`src/sv/tdu_pkg.sv`:
```
package tdu_pkg;

    localparam int TB_W       = 56 + 2;
    localparam int WORD_W     = 32;
    localparam int HI_W       = 24;
    localparam int CYC_W      = 12;
    localparam int OP_W       = 3;
    localparam int SCALE_W    = 21;
    localparam int PROD_W     = CYC_W + SCALE_W;
    localparam int CFG_IDX_W  = 2;
    localparam int CFG_DATA_W = SCALE_W;

    localparam int S_TDATA_W  = 48;
    localparam int M_TDATA_W  = 40;

    localparam logic [SCALE_W-1:0] SCALE_RESET = SCALE_W'(21'h100000);

    typedef enum logic [OP_W-1:0] {
        OP_TICK     = 3'd0,
        OP_RD_TB_LO = 3'd1,
        OP_RD_TB_HI = 3'd2,
        OP_WR_TB_LO = 3'd3,
        OP_WR_TB_HI = 3'd4,
        OP_RD_DEC   = 3'd5,
        OP_WR_DEC   = 3'd6
    } op_t;

    typedef enum logic [CFG_IDX_W-1:0] {
        CFG_CYCLE_SCALE = 2'd0,
        CFG_DEC_ENABLE  = 2'd1
    } cfg_idx_t;

    typedef struct packed {
        logic [WORD_W-1:0] write_data;
        logic [CYC_W-1:0]  cycles;
        logic [OP_W-1:0]   operation;
    } item_t;

    typedef struct packed {
        logic              dec_underflow;
        logic [WORD_W-1:0] read_data;
    } result_t;

endpackage

```
`src/sv/tdu_core.sv`:
```
module tdu_core (
    input  logic                            aclk,
    input  logic                            aresetn,
    input  logic                            exec,
    input  tdu_pkg::item_t                  item,
    input  logic [tdu_pkg::SCALE_W-1:0]     cycle_scale,
    input  logic                            dec_enable,
    output tdu_pkg::result_t                result
);

    logic [tdu_pkg::TB_W-1:0]   tb_reg;
    logic [tdu_pkg::TB_W-1:0]   tb_next;
    logic [tdu_pkg::WORD_W-1:0] dec_reg;
    logic [tdu_pkg::WORD_W-1:0] dec_next;

    logic [tdu_pkg::PROD_W-1:0] scaled;
    logic [tdu_pkg::TB_W-1:0]   tb_sum;
    logic [tdu_pkg::WORD_W-1:0] amount;
    logic [tdu_pkg::WORD_W:0]   dec_diff;

    assign scaled   = tdu_pkg::PROD_W'(item.cycles) * tdu_pkg::PROD_W'(cycle_scale);
    assign tb_sum   = tb_reg + tdu_pkg::TB_W'(scaled);
    // round the decrement up when the new timebase sits between whole ticks
    assign amount   = tdu_pkg::WORD_W'(scaled >> 2)
                    + tdu_pkg::WORD_W'(tb_sum[1:0] != 2'b00);
    assign dec_diff = {1'b0, dec_reg} - {1'b0, amount};

    always_comb begin
        tb_next          = tb_reg;
        dec_next         = dec_reg;
        result.read_data = '0;
        result.dec_underflow = 1'b0;
        unique case (tdu_pkg::op_t'(item.operation))
            tdu_pkg::OP_TICK: begin
                tb_next = tb_sum;
                if (dec_enable) begin
                    dec_next             = dec_diff[tdu_pkg::WORD_W-1:0];
                    result.dec_underflow = dec_diff[tdu_pkg::WORD_W];
                end
            end
            tdu_pkg::OP_RD_TB_LO: begin
                result.read_data = tb_reg[tdu_pkg::WORD_W+1:2];
            end
            tdu_pkg::OP_RD_TB_HI: begin
                result.read_data = tdu_pkg::WORD_W'(tb_reg[tdu_pkg::TB_W-1:tdu_pkg::WORD_W+2]);
            end
            tdu_pkg::OP_WR_TB_LO: begin
                tb_next[tdu_pkg::WORD_W+1:2] = item.write_data;
            end
            tdu_pkg::OP_WR_TB_HI: begin
                tb_next[tdu_pkg::TB_W-1:tdu_pkg::WORD_W+2] = item.write_data[tdu_pkg::HI_W-1:0];
            end
            tdu_pkg::OP_RD_DEC: begin
                result.read_data = dec_reg;
            end
            tdu_pkg::OP_WR_DEC: begin
                dec_next = item.write_data;
            end
            default: begin
            end
        endcase
    end

    always_ff @(posedge aclk) begin
        if (!aresetn) begin
            tb_reg  <= '0;
            dec_reg <= '0;
        end else if (exec) begin
            tb_reg  <= tb_next;
            dec_reg <= dec_next;
        end
    end

endmodule

```
`src/sv/timebase_decrementer_unit_top.sv`:
```
// Flow: an accepted request waits in the input register, then moves into the
// result register and raises m_tvalid once that register is empty or draining.
// Throughput: one request per cycle while m_tready keeps the result draining;
// the timebase multiply-add and the decrementer subtract sit in the single
// stage between the two registers.
// Reset: synchronous, active low; timebase and decrementer clear to zero,
// cycle_scale returns to 0x100000 and dec_enable to 1.
module timebase_decrementer_unit_top (
    input  logic                               aclk,
    input  logic                               aresetn,
    input  logic                               s_tvalid,
    output logic                               s_tready,
    input  logic [tdu_pkg::S_TDATA_W-1:0]      s_tdata,  // operation, cycles, write_data, pad
    output logic                               m_tvalid,
    input  logic                               m_tready,
    output logic [tdu_pkg::M_TDATA_W-1:0]      m_tdata,  // read_data, dec_underflow, pad
    input  logic                               cfg_valid,
    output logic                               cfg_ready,
    input  logic [tdu_pkg::CFG_IDX_W-1:0]      cfg_index,
    input  logic [tdu_pkg::CFG_DATA_W-1:0]     cfg_data
);

    logic                          in_valid_reg;
    tdu_pkg::item_t                in_item_reg;
    logic                          out_valid_reg;
    tdu_pkg::result_t              out_result_reg;
    logic [tdu_pkg::SCALE_W-1:0]   scale_reg;
    logic                          dec_en_reg;

    logic                          advance;
    tdu_pkg::result_t              core_result;

    // move the held request into the result register when it is free or draining
    assign advance   = in_valid_reg && (!out_valid_reg || m_tready);
    assign s_tready  = !in_valid_reg || advance;
    assign cfg_ready = 1'b1;

    assign m_tvalid = out_valid_reg;
    assign m_tdata  = tdu_pkg::M_TDATA_W'(out_result_reg);

    tdu_core u_core (
        .aclk        (aclk),
        .aresetn     (aresetn),
        .exec        (advance),
        .item        (in_item_reg),
        .cycle_scale (scale_reg),
        .dec_enable  (dec_en_reg),
        .result      (core_result)
    );

    always_ff @(posedge aclk) begin
        if (!aresetn) begin
            in_valid_reg  <= 1'b0;
            out_valid_reg <= 1'b0;
        end else begin
            if (s_tvalid && s_tready) begin
                in_valid_reg <= 1'b1;
            end else if (advance) begin
                in_valid_reg <= 1'b0;
            end
            if (advance) begin
                out_valid_reg <= 1'b1;
            end else if (m_tready) begin
                out_valid_reg <= 1'b0;
            end
        end
    end

    always_ff @(posedge aclk) begin
        if (s_tvalid && s_tready) begin
            in_item_reg <= tdu_pkg::item_t'(s_tdata[$bits(tdu_pkg::item_t)-1:0]);
        end
        if (advance) begin
            out_result_reg <= core_result;
        end
    end

    always_ff @(posedge aclk) begin
        if (!aresetn) begin
            scale_reg  <= tdu_pkg::SCALE_RESET;
            dec_en_reg <= 1'b1;
        end else if (cfg_valid && cfg_ready) begin
            unique case (tdu_pkg::cfg_idx_t'(cfg_index))
                tdu_pkg::CFG_CYCLE_SCALE: scale_reg  <= cfg_data;
                tdu_pkg::CFG_DEC_ENABLE:  dec_en_reg <= cfg_data[0];
                default: begin
                end
            endcase
        end
    end

endmodule
```
`config.mk`:
```
export PLATFORM = sky130hd
export DESIGN_NAME = timebase_decrementer_unit_top
export DESIGN_NICKNAME = d
export VERILOG_FILES = /design/src/sv/tdu_pkg.sv /design/src/sv/tdu_core.sv /design/src/sv/timebase_decrementer_unit_top.sv
export SDC_FILE = /design/constraint.sdc
export NUM_CORES = 1
export LEC_CHECK = 0
export CORE_MARGIN = 4
export CORE_UTILIZATION = 60
export CTS_CLUSTER_DIAMETER = 60
export DETAILED_ROUTE_END_ITERATION = 8
export DONT_BUFFER_PORTS = 1
export PLACE_DENSITY = 0.76
export SLEW_MARGIN = 0
export SYNTH_ARGS = -nofsm -noshare
export SYNTH_HDL_FRONTEND = slang
export SYNTH_SLANG_ARGS = --single-unit
```
`constraint.sdc`:
```
create_clock -name aclk -period 17.2 [get_ports aclk]
set_clock_uncertainty 0.2 [all_clocks]
set_input_delay 3.44 -clock aclk [delete_from_list [all_inputs] [get_ports aclk]]
set_output_delay 3.44 -clock aclk [all_outputs]
set_load 0.01 [all_outputs]
```
Word level (Yosys, flattened, before mapping). Cells that the tools add are included.

Register bits after elaboration: 194. Output and inout port bits: 43. Logic and storage cells: 55.

Eq/ne operators: 8. $add $sub $neg: 3. Multiply operators: 1. Reduce and logical (&&, ||, !) cells: 21. Mux-type cells: 9.

Operators by type and width (number): one-hot mux 32 bit (2 select lines) (2); one-hot mux 32 bit (3 select lines) (1); adder 58 x 33 -> 58 bit (1); one-hot mux 24 bit (2 select lines) (1); multiplier 12 x 21 -> 33 bit (1); subtractor 32 x 32 -> 33 bit (1); adder 31 x 1 -> 32 bit (1); two-way mux 32 bit (1); AND reduction 2 bit (6); nonzero test 2 bit (6); equality test 3 bit, second input constant (3); equality test 3 x 2 -> 1 bit, second input constant (2); two-way mux 1 bit (4); equality test 3 x 1 -> 1 bit, second input constant (1); zero test 3 bit (1); AND reduction 3 bit (1); equality test 2 x 1 -> 1 bit, second input constant (1); logical AND 1 bit (2); zero test 1 bit (2); zero test 2 bit (1); logical OR 1 bit (2); inequality test 2 bit, second input constant (1).

Longest topological paths before layout.
Word-level depth: 7. Mapped depth: 34. Mapped depth without buffers: 33.

Hierarchy. A second synthesis with hierarchy kept.

Cells, all modules: 2354. Area total of the unflattened synthesis: 20176.9 µm².

Modules (own cells, without submodules): tdu_core (seq. area each 1801.7 µm², instances 1, cells each 2158, area each 16714.8 µm²); timebase_decrementer_unit_top (seq. area each 2882.8 µm², instances 1, cells each 196, area each 3462.1 µm²).

Worst setup path after synthesis. OpenSTA, ideal clock, no wires.

Kind: register to register. From: register in_item_reg[9] (netlist name). To: register u_core.dec_reg[28] (netlist name). Arrival time: 7314 ps. Setup time: 95 ps. Path slack: 9591 ps. Stages on the path, launching flop included: 30. Cell sequence: edfxtp_1 -> clkbuf_1 -> nand2_1 -> fa_1 -> inv_1 -> fa_1 -> fa_1 -> fa_1 -> inv_1 -> fa_1 -> inv_1 -> ha_1 -> a211oi_2 -> o21bai_1 -> or4_1 -> a211o_1 -> a31oi_1 -> xnor2_1 -> ha_1 -> inv_1 -> ha_1 -> clkbuf_1 -> a21oi_1 -> o21ai_0 -> or3_1 -> o211a_1 -> a311oi_1 -> xnor2_1 -> nand2_1 -> a221oi_1.

Word-level cells in the longest chain between the ends: 5.

Ends and longest elaborated chain: start, declared (line timebase_decrementer_unit_top.sv:24) `tdu_pkg::item_t in_item_reg;`; start signal, assigned (line timebase_decrementer_unit_top.sv:71) `in_item_reg <= tdu_pkg::item_t'(s_tdata[$bits(tdu_pkg::item_t)-1:0]);`; multiplier 12 x 21 -> 33 bit (line tdu_core.sv:21) `assign scaled = tdu_pkg::PROD_W'(item.cycles) * tdu_pkg::PROD_W'(cycle_scale);`; adder 31 x 1 -> 32 bit (line tdu_core.sv:25) `+ tdu_pkg::WORD_W'(tb_sum[1:0] != 2'b00);`; subtractor 32 x 32 -> 33 bit (line tdu_core.sv:26) `assign dec_diff = {1'b0, dec_reg} - {1'b0, amount};`; two-way mux 32 bit (line tdu_core.sv:36) `if (dec_enable) begin`; one-hot mux 32 bit (2 select lines) (line tdu_core.sv:33) `unique case (tdu_pkg::op_t'(item.operation))`; end signal, assigned (line tdu_core.sv:70) `dec_reg <= dec_next;`; end, declared (line tdu_core.sv:13) `logic [tdu_pkg::WORD_W-1:0] dec_reg;`.

No other way between the ends. The select of a mux whose other input is x is not followed. A chain may end at the register's enable or synchronous reset.

Worst setup path after layout.
From: register in_item_reg[6] (netlist name). To: register u_core.dec_reg[28] (netlist name).

Same word-level chain as after synthesis.

==> impl_metrics.py <==
metrics = {
    "status": {
        "run_status": "completed",
    },
    "logic_synthesis": {
        "synthArstFlopShare": 0,
        "synth_top_area_cell": "fa_1",
        "synth_cells": 2347,
        "syn-cell-area_sq_mm": 0.0200,
        "synth_sequential_area_ratio": 0.234,
        "synth-edff-count": 80,
        "synth.area.top_cells": "fa_1 19%, edfxtp_1 12%, dfxtp_1 11%",
        "ys_ff_latch": 194,
        "yosysTopAreaCellShare": 0.193,
        "synthDistinctLibCells": 75,
        "synth_warnings": 0,
        "synthFlopType": "dfxtp_1",
        "avgSynthCellArea_sq_um": 8.53,
    },
    "power": {
        "leakagePower_nw": 9.28,
        "irDropWorstVdd_mv": 0.109,
        "p_per_area_mw_per_mm2": 87.5,
        "p_total_mw": 1.82,
    },
    "timing": {
        "finalSetupViolations": 0,
        "worst_pin_slew_ns": 1.19,
        "whs_ns": 0.281,
        "timing.setup.tns_ns": 0,
        "fmaxAchievable_ghz": 0.111,
        "hold_viol_final": 0,
        "fin_crit_ns": 8.97,
        "rsz0062_at_grt": "no",
        "post-route-period-util": 0.521,
        "final-max-slew-violation-count": 0,
        "slew-limit-headroom": 0.206,
    },
    "detailed_routing": {
        "wl_met2_mm": 25.7,
        "highest_layer": "met4",
        "drt-total-wl_mm": 52.2,
        "drtPass1Iterations": 6,
        "wl_met1_mm": 21.1,
        "ant_nets": 0,
        "drt_iter0_drc": 1210,
        "via_count": 16600,
        "drcViolationCount": 0,
        "avgRoutedWirePerCell_um": 19.2,
        "dr_wl_met3_mm": 3.31,
        "post_drt_via_cell_ratio": 6.13,
    },
    "clocking": {
        "post_cts_resized": 0,
        "clk_pin_slew_ns": 0.08,
        "cts_tree": "built",
        "cts_sinks": 194,
        "h-tree-depth": 4,
        "cts-root-buf": "clkbuf_16",
        "ctsHoldBuffers": 0,
        "clock_latency_ns": 0.46,
        "cts_buffer_depth": 2,
        "cts_buffers": 17,
        "cts_setup_buffers": 0,
    },
    "die": {
        "fp.dieH_um": 191,
        "core_area_sq_mm": 0.0327,
        "die-width_um": 191,
        "dieArea_sq_mm": 0.0364,
        "start_util": 0.612,
        "rows": 66,
        "io-pin-count": 119,
    },
    "setup_path": {
        "critPathKind": "reg -> reg",
        "cp_slowest_cell": "edfxtp_1",
        "startpoint_type": "register",
        "cp_max_fo": 21,
        "critPathTopFamily": "adder cells",
        "worst-path-buf-inv": 4,
        "crit_arrival_ns": 9.11,
        "crit_path_max_incr_delay_ns": 0.90,
        "worst_ep_required_time_ns": 17.34,
        "endpoint_kind": "register",
        "path_common_cell": "fa_1",
    },
    "grt": {
        "grt_usage": 0.292,
        "grt_pass1_wl_mm": 85.2,
        "grt_remaining_overflow": 0,
        "antenna_found_initial": 0,
        "grt_max_degree": 62,
        "grt_pass1_vias": 16700,
    },
    "finish": {
        "multiInputGateArea_sq_mm": 0.0136,
        "fin_cells": 2710,
        "fin_util": 0.636,
        "seq_area_sq_mm": 0.00468,
        "largest_reg_flops": 58,
        "final_net_count": 2690,
        "drive_gt1_frac": 0.0375,
        "diodes": 0,
        "num-fill-cells": 2854,
        "syn_to_final_growth_pct": 3.93,
    },
    "flow_run": {
        "drv_cap": 0,
    },
    "placed_design": {
        "gp_congestion": 0.935,
        "place_hpwl_mm": 40.1,
        "dp.cells": 2678,
        "io_buffer_count": 0,
    },
    "worst_hold_path": {
        "hold_class": "reg -> reg",
    },
}
-- Yosys cell counts, types with 6 or more instances --
| master | instances |
|---|---|
| fa_1 | 193 |
| inv_1 | 340 |
| and2_1 | 78 |
| o21a_1 | 16 |
| o211a_1 | 11 |
| nand3_1 | 17 |
| or3_1 | 11 |
| nand2_1 | 373 |
| a22oi_1 | 26 |
| xnor2_1 | 57 |
| nor2_1 | 74 |
| a21o_1 | 36 |
| edfxtp_1 | 80 |
| a211oi_1 | 37 |
| o211ai_1 | 27 |
| a221oi_1 | 18 |
| clkbuf_1 | 111 |
| ha_1 | 166 |
| o21ai_0 | 113 |
| nor2b_1 | 9 |
| mux2i_1 | 12 |
| buf_2 | 7 |
| a31oi_1 | 17 |
| a2111oi_0 | 6 |
| nand4_1 | 19 |
| dfxtp_1 | 114 |
| nor3_1 | 22 |
| nand2b_1 | 12 |
| buf_4 | 9 |
| xor2_1 | 28 |
| nand3b_1 | 10 |
| a21oi_1 | 157 |
| and4_1 | 6 |
| a311oi_1 | 15 |
| or2_2 | 7 |
| and3_1 | 15 |
| o21bai_1 | 16 |
-- layer usage --
| layer | up-vias | GRT usage |
|---|---|---|
| met5 | - | 0 |
| met4 | 0 | 0.111 |
| met3 | 145 | 0.0518 |
| met2 | 649 | 0.502 |
| met1 | 8160 | 0.370 |
| li1 | 7653 | - |
-- where the power goes --
group | switching (mW) | internal (mW) | leakage [nW]
sequential | 0.0343 | 0.499 | 1.70
combinational | 0.513 | 0.342 | 7.28
clock | 0.210 | 0.222 | 0.297
-- area by class of cell --
class / instances / share of cell area
Tap cell: 442 / 0.0266
Clock inverter: 15 / 0.00914
Sequential cell: 194 / 0.225
Inverter: 340 / 0.0613
Clock buffer: 17 / 0.0204
Multi-Input combinational cell: 1687 / 0.652
Timing Repair Buffer: 15 / 0.00541
-- kinds of logic (layout without fill, tap and decap cells) --
group / Yosys count / count (layout) / share of synthesized area
simple gates: 675 / 675 / 0.156
compound gates: 548 / 548 / 0.179
buf+inv: 472 / 387 / 0.0906
fa+ha+maj: 359 / 359 / 0.297
flops: 194 / 194 / 0.234
xor+xnor: 85 / 85 / 0.0372
mux: 12 / 12 / 0.00600
other cells: 2 / 8 / 0.000375
-- tightest hold or removal path, delay by kind of cell (launching register included) --
| family | cells | cell delay, ns |
|---|---|---|
| AND/OR/NAND/NOR | 1 | 0.06 |
| flip-flops | 1 | 0.32 |
| AO/OA/AOI/OAI | 1 | 0.06 |
-- cell usage in the layout (no fill, tap or decap), types with 57 or more instances in the layout --
master,netlist,layout
fa_1,193,193
nor2_1,74,73
a21oi_1,157,157
dfxtp_1,114,114
ha_1,166,166
and2_1,78,77
nand2_1,373,373
inv_1,340,339
edfxtp_1,80,80
o21ai_0,113,113
xnor2_1,57,57
-- path summary, 6_finish.rpt --
path	slack [ns]	startpoint	to	cells after the start
setup / recovery	8.23	in_item_reg[6]$_DFFE_PP_	u_core.dec_reg[28]$_SDFFE_PN0P_	27
hold / removal	0.28	u_core.tb_reg[0]$_SDFFE_PN0P_	u_core.tb_reg[0]$_SDFFE_PN0P_	2
setup reg to reg	8.23	in_item_reg[6]$_DFFE_PP_	u_core.dec_reg[28]$_SDFFE_PN0P_	27
hold reg to reg	0.28	u_core.tb_reg[0]$_SDFFE_PN0P_	u_core.tb_reg[0]$_SDFFE_PN0P_	2
-- stage by stage --
stage / setup slack (ns) / area [sq um]
finish: 8.23 / 20800
global route: 7.77 / 20800
CTS: 8.34 / 20800
detailed placement: 8.37 / 20200
global placement: 8.44 / 20200
floorplan: 9.59 / 20000
Note: power is estimated with default switching activity, not from simulation.
